[src/sv/msc_pkg.sv]
// Shared types and constants for the motion segment classifier.
// No dependencies; every other file imports this package.
package msc_pkg;

  localparam int unsigned TIME_W = 32;
  localparam int unsigned ACC_W  = 16;
  localparam int unsigned THR_W  = 15;
  localparam int unsigned LIM_W  = 4;

  // result queue between front and back
  localparam int unsigned QDEPTH = 4;
  localparam int unsigned QPTR_W = 2;
  localparam int unsigned QCNT_W = 3;

  // configuration register indexes
  localparam logic CFG_IDX_THR = 1'b0;
  localparam logic CFG_IDX_LIM = 1'b1;

  localparam logic [THR_W-1:0] THR_RESET = 15'd50;
  localparam logic [LIM_W-1:0] LIM_RESET = 4'd2;

  typedef enum logic [2:0] {
    CLS_STATIC = 3'd0,
    CLS_JERK   = 3'd1,
    CLS_ACCEL  = 3'd2,
    CLS_DECEL  = 3'd3,
    CLS_CONST  = 3'd4
  } seg_class_e;

  typedef struct packed {
    logic             we;
    logic             idx;
    logic [THR_W-1:0] data;
  } cfg_wr_t;

  // one entry per sample that produces results: an optional closed segment
  // (class change) followed by an optional flushed segment (end of stream)
  typedef struct packed {
    logic              chg;
    seg_class_e        old_cls;
    logic [TIME_W-1:0] old_begin;
    logic [TIME_W-1:0] old_end;
    logic              eos;
    seg_class_e        fin_cls;
    logic [TIME_W-1:0] fin_begin;
    logic [TIME_W-1:0] fin_end;
  } seg_entry_t;

  typedef struct packed {
    logic full;
    logic empty;
  } q_stat_t;

endpackage

[src/sv/msc_front.sv]
// Front end: config registers, sample history, classification and segment tracking.
// Depends on msc_pkg.
module msc_front #(
  parameter int unsigned WINDOW_SIZE = 5
) (
  input  logic                              clk_i,
  input  logic                              rst_ni,
  input  msc_pkg::cfg_wr_t                  cfg_i,
  input  logic                              in_valid_i,
  output logic                              in_ready_o,
  input  logic [msc_pkg::TIME_W-1:0]        time_i,
  input  logic signed [msc_pkg::ACC_W-1:0]  accel_i,
  input  logic                              eos_i,
  input  msc_pkg::q_stat_t                  q_stat_i,
  output logic                              push_o,
  output msc_pkg::seg_entry_t               entry_o
);
  import msc_pkg::*;

  localparam int unsigned HIST_D   = WINDOW_SIZE + 1;
  localparam int unsigned SEEN_MAX = WINDOW_SIZE + 2;
  localparam int unsigned SEEN_W   = $clog2(SEEN_MAX + 1);
  localparam int unsigned REV_W    = $clog2(WINDOW_SIZE);
  localparam int unsigned CMP_W    = (REV_W > LIM_W) ? REV_W : LIM_W;

  logic [THR_W-1:0] thr_q;
  logic [LIM_W-1:0] lim_q;

  logic signed [ACC_W-1:0] hist_q [HIST_D];
  logic [SEEN_W-1:0]       seen_q, seen_d;
  seg_class_e              cur_q, cur_d;
  logic [TIME_W-1:0]       begin_q, begin_d;
  logic [TIME_W-1:0]       prev_q, prev_d;

  logic signed [ACC_W:0] slope [WINDOW_SIZE];
  logic [WINDOW_SIZE-2:0] rev_vec;
  logic [REV_W-1:0]       rev_cnt;
  logic                   jerky, seen_ok, accept, chg;
  logic signed [ACC_W:0]  a_ext, thr_s, neg_thr, mag, step;
  seg_class_e             cls;

  // config
  always_ff @(posedge clk_i or negedge rst_ni) begin
    if (!rst_ni) begin
      thr_q <= THR_RESET;
      lim_q <= LIM_RESET;
    end else if (cfg_i.we) begin
      if (cfg_i.idx == CFG_IDX_THR) thr_q <= cfg_i.data;
      if (cfg_i.idx == CFG_IDX_LIM) lim_q <= cfg_i.data[LIM_W-1:0];
    end
  end

  // slopes between neighbors, newest first
  for (genvar k = 0; k < WINDOW_SIZE; k++) begin : g_slope
    assign slope[k] = {hist_q[k][ACC_W-1], hist_q[k]}
                    - {hist_q[k+1][ACC_W-1], hist_q[k+1]};
  end

  // strict sign reversal between adjacent slopes; zero never counts
  for (genvar m = 1; m < WINDOW_SIZE; m++) begin : g_rev
    assign rev_vec[m-1] =
      (!slope[m-1][ACC_W] && (|slope[m-1]) && slope[m][ACC_W]) ||
      (slope[m-1][ACC_W] && !slope[m][ACC_W] && (|slope[m]));
  end

  always_comb begin
    rev_cnt = '0;
    for (int i = 0; i < WINDOW_SIZE - 1; i++) begin
      rev_cnt = rev_cnt + REV_W'(rev_vec[i]);
    end
  end

  assign jerky   = CMP_W'(rev_cnt) > CMP_W'(lim_q);
  assign seen_ok = seen_q >= SEEN_W'(WINDOW_SIZE + 1);

  assign a_ext   = {accel_i[ACC_W-1], accel_i};
  assign thr_s   = {2'b00, thr_q};
  assign neg_thr = -thr_s;
  assign mag     = accel_i[ACC_W-1] ? -a_ext : a_ext;
  assign step    = a_ext - {hist_q[0][ACC_W-1], hist_q[0]};

  always_comb begin
    if (mag < thr_s)             cls = CLS_STATIC;
    else if (seen_ok && jerky)   cls = CLS_JERK;
    else if (step > thr_s)       cls = CLS_ACCEL;
    else if (step < neg_thr)     cls = CLS_DECEL;
    else                         cls = CLS_CONST;
  end

  assign in_ready_o = !q_stat_i.full;
  assign accept     = in_valid_i && in_ready_o;
  assign chg        = (seen_q != '0) && (cls != cur_q);

  always_comb begin
    seen_d  = seen_q;
    cur_d   = cur_q;
    begin_d = begin_q;
    prev_d  = prev_q;
    if (seen_q == '0) begin
      cur_d   = CLS_STATIC;
      begin_d = time_i;
    end else if (chg) begin
      cur_d   = cls;
      begin_d = time_i;
    end

    entry_o.chg       = chg;
    entry_o.old_cls   = cur_q;
    entry_o.old_begin = begin_q;
    entry_o.old_end   = prev_q;
    entry_o.eos       = eos_i;
    entry_o.fin_cls   = cur_d;
    entry_o.fin_begin = begin_d;
    entry_o.fin_end   = time_i;

    if (eos_i) begin
      seen_d  = '0;
      cur_d   = CLS_STATIC;
      begin_d = '0;
      prev_d  = '0;
    end else begin
      if (seen_q < SEEN_W'(SEEN_MAX)) seen_d = seen_q + SEEN_W'(1);
      prev_d = time_i;
    end
  end

  assign push_o = accept && (chg || eos_i);

  always_ff @(posedge clk_i or negedge rst_ni) begin
    if (!rst_ni) begin
      seen_q  <= '0;
      cur_q   <= CLS_STATIC;
      begin_q <= '0;
      prev_q  <= '0;
    end else if (accept) begin
      seen_q  <= seen_d;
      cur_q   <= cur_d;
      begin_q <= begin_d;
      prev_q  <= prev_d;
    end
  end

  // history shift line, no reset: only read once written
  always_ff @(posedge clk_i) begin
    if (accept) begin
      hist_q[0] <= accel_i;
      for (int i = 1; i < HIST_D; i++) begin
        hist_q[i] <= hist_q[i-1];
      end
    end
  end

`ifndef SYNTHESIS
  a_first_no_change: assert property (@(posedge clk_i) disable iff (!rst_ni)
    (push_o && seen_q == '0) |-> !entry_o.chg)
    else $error("class change reported on first sample of a stream");
`endif

endmodule

[src/sv/msc_queue.sv]
// Short FIFO of segment entries between the front and the back end.
// Depends on msc_pkg.
module msc_queue (
  input  logic                clk_i,
  input  logic                rst_ni,
  input  logic                push_i,
  input  msc_pkg::seg_entry_t entry_i,
  input  logic                pop_i,
  output msc_pkg::seg_entry_t head_o,
  output msc_pkg::q_stat_t    stat_o
);
  import msc_pkg::*;

  seg_entry_t          mem_q [QDEPTH];
  logic [QPTR_W-1:0]   wr_q, rd_q;
  logic [QCNT_W-1:0]   cnt_q, cnt_d;

  assign stat_o.full  = cnt_q == QCNT_W'(QDEPTH);
  assign stat_o.empty = cnt_q == '0;
  assign head_o       = mem_q[rd_q];

  always_comb begin
    cnt_d = cnt_q;
    if (push_i && !pop_i)      cnt_d = cnt_q + QCNT_W'(1);
    else if (pop_i && !push_i) cnt_d = cnt_q - QCNT_W'(1);
  end

  always_ff @(posedge clk_i or negedge rst_ni) begin
    if (!rst_ni) begin
      wr_q  <= '0;
      rd_q  <= '0;
      cnt_q <= '0;
    end else begin
      if (push_i) wr_q <= wr_q + QPTR_W'(1);
      if (pop_i)  rd_q <= rd_q + QPTR_W'(1);
      cnt_q <= cnt_d;
    end
  end

  always_ff @(posedge clk_i) begin
    if (push_i) mem_q[wr_q] <= entry_i;
  end

`ifndef SYNTHESIS
  a_no_overflow: assert property (@(posedge clk_i) disable iff (!rst_ni)
    push_i |-> !stat_o.full)
    else $error("push into full queue");
  a_no_underflow: assert property (@(posedge clk_i) disable iff (!rst_ni)
    pop_i |-> !stat_o.empty)
    else $error("pop from empty queue");
`endif

endmodule

[src/sv/msc_back.sv]
// Back end: expands queue entries into one or two results, output register.
// Depends on msc_pkg.
module msc_back (
  input  logic                        clk_i,
  input  logic                        rst_ni,
  input  msc_pkg::seg_entry_t         head_i,
  input  msc_pkg::q_stat_t            q_stat_i,
  output logic                        pop_o,
  output logic                        out_valid_o,
  input  logic                        out_ready_i,
  output msc_pkg::seg_class_e         cls_o,
  output logic [msc_pkg::TIME_W-1:0]  start_o,
  output logic [msc_pkg::TIME_W-1:0]  end_o,
  output logic                        last_o,
  output logic                        done_o
);
  import msc_pkg::*;

  logic              valid_q, valid_d;
  logic              phase_q, phase_d;
  seg_class_e        cls_q, cls_d;
  logic [TIME_W-1:0] start_q, start_d, end_q, end_d;
  logic              last_q, last_d, done_q, done_d;
  logic              load, first_piece, two;

  assign load        = !q_stat_i.empty && (!valid_q || out_ready_i);
  assign first_piece = head_i.chg && !phase_q;
  assign two         = head_i.chg && head_i.eos;
  assign pop_o       = load && !(first_piece && two);

  always_comb begin
    if (first_piece) begin
      cls_d   = head_i.old_cls;
      start_d = head_i.old_begin;
      end_d   = head_i.old_end;
      last_d  = !head_i.eos;
      done_d  = 1'b0;
    end else begin
      cls_d   = head_i.fin_cls;
      start_d = head_i.fin_begin;
      end_d   = head_i.fin_end;
      last_d  = 1'b1;
      done_d  = 1'b1;
    end
    phase_d = load ? (first_piece && two) : phase_q;
    valid_d = load ? 1'b1 : (valid_q && !out_ready_i);
  end

  always_ff @(posedge clk_i or negedge rst_ni) begin
    if (!rst_ni) begin
      valid_q <= 1'b0;
      phase_q <= 1'b0;
    end else begin
      valid_q <= valid_d;
      phase_q <= phase_d;
    end
  end

  always_ff @(posedge clk_i) begin
    if (load) begin
      cls_q   <= cls_d;
      start_q <= start_d;
      end_q   <= end_d;
      last_q  <= last_d;
      done_q  <= done_d;
    end
  end

  assign out_valid_o = valid_q;
  assign cls_o       = cls_q;
  assign start_o     = start_q;
  assign end_o       = end_q;
  assign last_o      = last_q;
  assign done_o      = done_q;

`ifndef SYNTHESIS
  a_phase_head: assert property (@(posedge clk_i) disable iff (!rst_ni)
    phase_q |-> (!q_stat_i.empty && head_i.chg && head_i.eos))
    else $error("second result pending without a two-result entry");
`endif

endmodule

[src/sv/motion_segment_classifier_unit.sv]
// Top level of the motion segment classifier: front, queue, back.
// Depends on msc_pkg, msc_front, msc_queue, msc_back.
//
// Channel   Dir  Handshake                     Payload
// s_axis    in   s_axis_tvalid/s_axis_tready   tdata: sample_time, accel; tlast: end_of_stream
// m_axis    out  m_axis_tvalid/m_axis_tready   tdata: class, start, end; tlast: run_last;
//                                              tuser: stream_done
// cfg       in   cfg_valid_i/cfg_ready_o       cfg_index_i, cfg_data_i (always ready)
//
// Cycles: one sample per clock while the queue is not full. Classification is
//   done in the accept cycle; results sit in a 4-entry queue and leave through
//   the output register, one per clock while m_axis_tready is high, so a sample
//   that closes a segment and ends the stream yields two results. Each result
//   is written to the queue and then to the output register before valid rises.
// Reset: asynchronous, active low; clears stream state, queue and output
//   valid, and loads threshold 50 and jerk limit 2. No clearing pass.
// Stalls: s_axis_tready drops only while the queue is full; output
//   back-pressure fills the queue before it reaches the input.
module motion_segment_classifier_unit #(
  parameter int unsigned WINDOW_SIZE = 5
) (
  input  logic        clk_i,
  input  logic        rst_ni,
  // sample stream
  input  logic        s_axis_tvalid,
  output logic        s_axis_tready,
  input  logic [47:0] s_axis_tdata,   // [31:0] sample_time, [47:32] accel
  input  logic        s_axis_tlast,   // end_of_stream
  // segment stream
  output logic        m_axis_tvalid,
  input  logic        m_axis_tready,
  output logic [71:0] m_axis_tdata,   // [2:0] class, [34:3] start, [66:35] end, zero pad
  output logic        m_axis_tlast,   // run_last
  output logic        m_axis_tuser,   // stream_done
  // register writes
  input  logic        cfg_valid_i,
  output logic        cfg_ready_o,
  input  logic        cfg_index_i,
  input  logic [14:0] cfg_data_i
);
  import msc_pkg::*;

  cfg_wr_t            cfg_wr;
  q_stat_t            q_stat;
  seg_entry_t         entry, head;
  logic               push, pop;
  seg_class_e         out_cls;
  logic [TIME_W-1:0]  out_start, out_end;

  assign cfg_ready_o = 1'b1;
  assign cfg_wr.we   = cfg_valid_i && cfg_ready_o;
  assign cfg_wr.idx  = cfg_index_i;
  assign cfg_wr.data = cfg_data_i;

  // classification and segment tracking
  msc_front #(
    .WINDOW_SIZE (WINDOW_SIZE)
  ) u_front (
    .clk_i      (clk_i),
    .rst_ni     (rst_ni),
    .cfg_i      (cfg_wr),
    .in_valid_i (s_axis_tvalid),
    .in_ready_o (s_axis_tready),
    .time_i     (s_axis_tdata[31:0]),
    .accel_i    (s_axis_tdata[47:32]),
    .eos_i      (s_axis_tlast),
    .q_stat_i   (q_stat),
    .push_o     (push),
    .entry_o    (entry)
  );

  // decoupling queue
  msc_queue u_queue (
    .clk_i   (clk_i),
    .rst_ni  (rst_ni),
    .push_i  (push),
    .entry_i (entry),
    .pop_i   (pop),
    .head_o  (head),
    .stat_o  (q_stat)
  );

  // result expansion and output register
  msc_back u_back (
    .clk_i       (clk_i),
    .rst_ni      (rst_ni),
    .head_i      (head),
    .q_stat_i    (q_stat),
    .pop_o       (pop),
    .out_valid_o (m_axis_tvalid),
    .out_ready_i (m_axis_tready),
    .cls_o       (out_cls),
    .start_o     (out_start),
    .end_o       (out_end),
    .last_o      (m_axis_tlast),
    .done_o      (m_axis_tuser)
  );

  assign m_axis_tdata = {5'b00000, out_end, out_start, out_cls};

endmodule

[config.mk]
export PLATFORM = sky130hd
export DESIGN_NAME = motion_segment_classifier_unit
export DESIGN_NICKNAME = d
export VERILOG_FILES = /design/src/sv/msc_pkg.sv /design/src/sv/msc_front.sv /design/src/sv/msc_queue.sv /design/src/sv/msc_back.sv /design/src/sv/motion_segment_classifier_unit.sv
export SDC_FILE = /design/constraint.sdc
export NUM_CORES = 1
export LEC_CHECK = 0
export ABC_AREA = 1
export BUFFER_PORTS_ARGS = -buffer_cell sky130_fd_sc_hd__buf_4
export CAP_MARGIN = 20
export CORE_MARGIN = 2
export CORE_UTILIZATION = 50
export DETAILED_ROUTE_END_ITERATION = 8
export PLACE_DENSITY = 0.73
export RECOVER_POWER = 100
export SYNTH_ARGS = -nofsm -noshare
export SYNTH_HDL_FRONTEND = slang
export SYNTH_SLANG_ARGS = --single-unit
[constraint.sdc]
create_clock -name clk_i -period 12.84 [get_ports clk_i]
set_input_delay 1.926 -clock clk_i [delete_from_list [all_inputs] [get_ports clk_i]]
set_output_delay 1.926 -clock clk_i [all_outputs]
set_load 0.1 [all_outputs]
==> results.txt <==
- Port buffer count: 140
- Data required time of the worst path: roughly 13 ns
- Number of hold buffers added after cts: 0
* FF+latch count, synth: about 810
* Total power of the final layout: roughly 11000 uW
- Of the post-synthesis cell area, the dominant cell type holds 0.572.
* Sequential fraction of the synthesis area: 0.638
- Detailed-route DRC error count: 0
* IR Drop Worst-Case VDD: a little over 200 uV
* Biggest area consumer among synthesized cells: sky130_fd_sc_hd__edfxtp_1
* Die Wd: 277 um
- Measured against its own limit, the worst slew margin works out to -1.64.
- Overflow left after global routing: 0
- Vias in the first global route: between 20000 and 25000
- Final Worst Setup Slack: 3.07 ns
- After layout, the minimum clock period comes to approximately 10 ns.
- Leakage dissipation: roughly 0.016 uW
- Average wire per standard cell: 18.4 um
* Final #Nets: 3742
- Detailed Routing Iterations Pass 1: 5
- Once layout is complete, the cells apart from fillers number 4549.
- The worst register-to-register path begins at u_queue.rd_q[1].
- Yosys mapped the design onto between 50 and 60 distinct sky130hd cell types.
* Critical path arrival: roughly 10 ns
- Routed wire length on met3: 5.90 mm
- The worst hold path terminates at u_front.hist_q[1][5].
* Overall die area: about 77000 sq um
- The worst setup path is captured at a flop.
- Post-DP HPWL: about 49 mm
- TritonCTS built the clock tree.
- Outcome: finished with violations
- Standard cell area after detailed placement: 39200 sq um
- WL met1: 36.2 mm
* Max-capacitance violation count: 16
* Worst min-delay path category: reg2reg
* Depth of the CTS H-tree: 3
* WHS Path Cells: 0
- Setup violations remaining at the end of the flow were counted as 0.
* Depth of the worst register-to-register path: 7
- Clock-pin slew was measured on the worst setup and hold paths at approximately 0.060 ns.
- Kind of critical path: reg2reg
- Total non-filler cell area in the finished layout: between 40000 and 50000 sq um
- Area added between synthesis and finish: 11.6%
* Initial detailed-routing violation count: 2234
- Setup repair after global routing left no endpoint under its margin.
- Worst flop-to-flop path endpoint: u_back.start_o[18]
* Predominant post-synthesis flop cell: sky130_fd_sc_hd__edfxtp_1
- Worst setup slack for register-to-register paths: 3.07 ns
* Total GRT Usage: 0.217
- In the synthesized netlist, the number of instances is 3391.
- Avg Cell Area, Syn: ~11 sq um
* Uppermost routed layer: met5
- Final hold viol count: 0
- The clock arrives with roughly 0.044 ns of skew.
- After synthesis, the most frequently instantiated cells are sky130_fd_sc_hd__edfxtp_1 (709), sky130_fd_sc_hd__nor2_1 (564), sky130_fd_sc_hd__o21ai_0 (375).
* Most common cell in the synthesized netlist: sky130_fd_sc_hd__edfxtp_1
* Total CTS buffers: 85
- Of the cells placed in the final design, the portion with a size suffix greater than 1 is 0.0545.
- Power spread over the standard cell area amounts to between 200 and 300 nW/um^2.
- WL final: between 80 and 90 mm
- Total setup buffers inserted after CTS: 0
- At the end of routability-driven placement, the weighted congestion stood at between 0.8 and 0.9.
- Count of cells resized by post-cts repair: 0
* Pin count of the biggest net entering global routing: ~140
* Post-route fraction of the period consumed by the critical path: 0.761
- The tree built by TritonCTS fans out to 807 sinks.
- In the routed layout, each cell is associated on average with a via count of approximately 5.5.
- Yosys printed 0 warnings.
- Global-route wire length before repair: approximately 130 mm
- Async set or reset register ratio after synthesis: 0.121
- Met2 wire length: 39.3 mm
- Measured along the y axis, the die boundary spans approximately 280 um.
* Max Transition Viols Final: roughly 760
* Count of inserted antenna diode cells: 0
- Clock insertion delay at the later pin of the skew report: about 0.66 ns
- The worst hold path begins at u_front.hist_q[0][5].
- The synthesized netlist occupies a cell area of about 37000 sq um.
- The initial utilization of the core area, before any placement, comes to 0.502.
* Dpl cells: roughly 4400
- In this run the standard cell core region covers between 70000 and 80000 sq um.
- At the pin with the least slew margin, the transition time is about 4 ns.
* Post-DRT Antenna Nets: 0
* Site row count: 100
* CP Launch Type: flop
- In this run, synthesis inferred a little over 700 flip-flops with an integrated enable.
* Via count: 25100
- Number of antenna violations at the first check in global routing: 2
* Synth area leaders: sky130_fd_sc_hd__edfxtp_1 (57%), sky130_fd_sc_hd__dfrtp_1 (6.3%), sky130_fd_sc_hd__nor2_1 (5.7%), sky130_fd_sc_hd__ha_1 (5.2%), sky130_fd_sc_hd__o21ai_0 (5.0%)
* Failing checks: capacitance limit, slew limit
* Highest attainable clock frequency: between 0.1 and 0.15 GHz
- Maximum fanout encountered on the critical timing path: between 80 and 90
- Setup TNS: 0 ns
* Minimum setup slack after placement: between 4 and 5 ns
- Root buffer cell: sky130_fd_sc_hd__clkbuf_16
- Top-level I/O count: about 150
* Longest Clk Path Bufs: 3
==> per-layer routing <==
layer  up-vias  GRT usage
met3       123     0.0409
li1      12100          -
met5         -          0
met1     12100      0.293
met4         2     0.0722
met2       795      0.356
==> worst max-delay path, cell delays in order (launching register included) <==
cell and delay [ns]:
sky130_fd_sc_hd__dfrtp_1 2.27, sky130_fd_sc_hd__clkinvlp_2 3.29, sky130_fd_sc_hd__o21ai_0 0.58, sky130_fd_sc_hd__o22ai_1 0.17, sky130_fd_sc_hd__nand2_1 1.53, sky130_fd_sc_hd__buf_4 0.96
sky130_fd_sc_hd__nor2_1 0.10, sky130_fd_sc_hd__a31oi_1 0.46
==> report_power, final <==
part / internal (uW) / switching [uW] / total (uW)
combinational: 1080 / 3190 / 4270
clock: 1470 / 1040 / 2500
sequential: 3810 / 330 / 4140
total: 6360 / 4550 / 10900
==> stage by stage <==
stage                util  hold slack (ns)
finish              0.561            0.481
floorplan               -            0.453
CTS                 0.568            0.485
global placement    0.529            0.469
detailed placement  0.529            0.474
global route        0.561            0.493
==> layout make-up <==
type	instances	area (sq um)
repair buffers	165	772
flip-flops and latches	807	23800
multi-input cells	2126	11700
fillers	6218	32500
clock buffers	109	2270
well taps	969	1210
inverters	323	1220
clock inverters	50	632
==> worst max path at each step <==
stage	start	end	slack (ns)	cells past startpoint
global placement	s_axis_tdata[32]	u_queue.mem_q[3][105]	4.78	34
CTS	u_front.hist_q[0][0]	u_queue.mem_q[3][40]	4.82	32
global route	u_front.hist_q[2][0]	u_queue.mem_q[1][31]	2.41	33
detailed placement	s_axis_tdata[32]	u_queue.mem_q[3][106]	4.64	34
finish	u_queue.rd_q[1]	u_back.start_o[18]	3.07	7
floorplan	s_axis_tdata[32]	u_queue.mem_q[0][0]	1.63	31
==> flip-flops by register name (all words and copies together), names as in the netlist <==
| register | count |
|---|---|
| u_queue.rd_q | 2 |
| u_back.cls_o | 3 |
| u_back.end_o | 32 |
| u_back.last_o | 1 |
| u_back.phase_q | 1 |
| u_front.prev_q | 32 |
| u_queue.cnt_q | 3 |
| u_queue.mem_q | 544 |
| u_back.done_o | 1 |
| u_queue.wr_q | 2 |
| u_front.begin_q | 32 |
| u_front.lim_q | 4 |
| u_front.seen_q | 3 |
| u_front.hist_q | 96 |
| u_front.cur_q | 3 |
| u_back.out_valid_o | 1 |
| u_back.start_o | 32 |
| u_front.thr_q | 15 |
==> cells in the final DEF (no fill, tap or decap), drive strengths merged <==
master,instances
o21bai,6
xor2,65
buf,32
dfstp,4
or2,7
nor3,30
conb,6
o31ai,7
o31a,1
nand4,59
o211ai,2
clkinv,36
a21oi,116
nand3b,1
nor4,4
ha,156
a21boi,5
xnor2,30
a21o,9
a211oi,1
o22ai,72
a22oi,2
edfxtp,709
bufinv,10
clkinvlp,4
mux2,1
a31oi,75
nand3,112
nor2,566
o21ai,403
and2,32
dfrtp,94
o21a,4
clkbuf,242
a41oi,1
o2111ai,3
fa,8
inv,323
nand2,342
==> kinds of logic (layout without fill, tap and decap cells) <==
kind of cell	Yosys count	count (layout)	synth area share
and+or+nand+nor	1153	1153	0.130
DFF	807	807	0.638
AOI/OAI and AO/OA	707	707	0.104
buffers and inverters	462	647	0.0482
adders and majority gates	164	164	0.0568
xor gates and xnor gates	95	95	0.0224
other	2	6	0.000202
muxes	1	1	0.000303
Power figures use the tool's default switching activity.
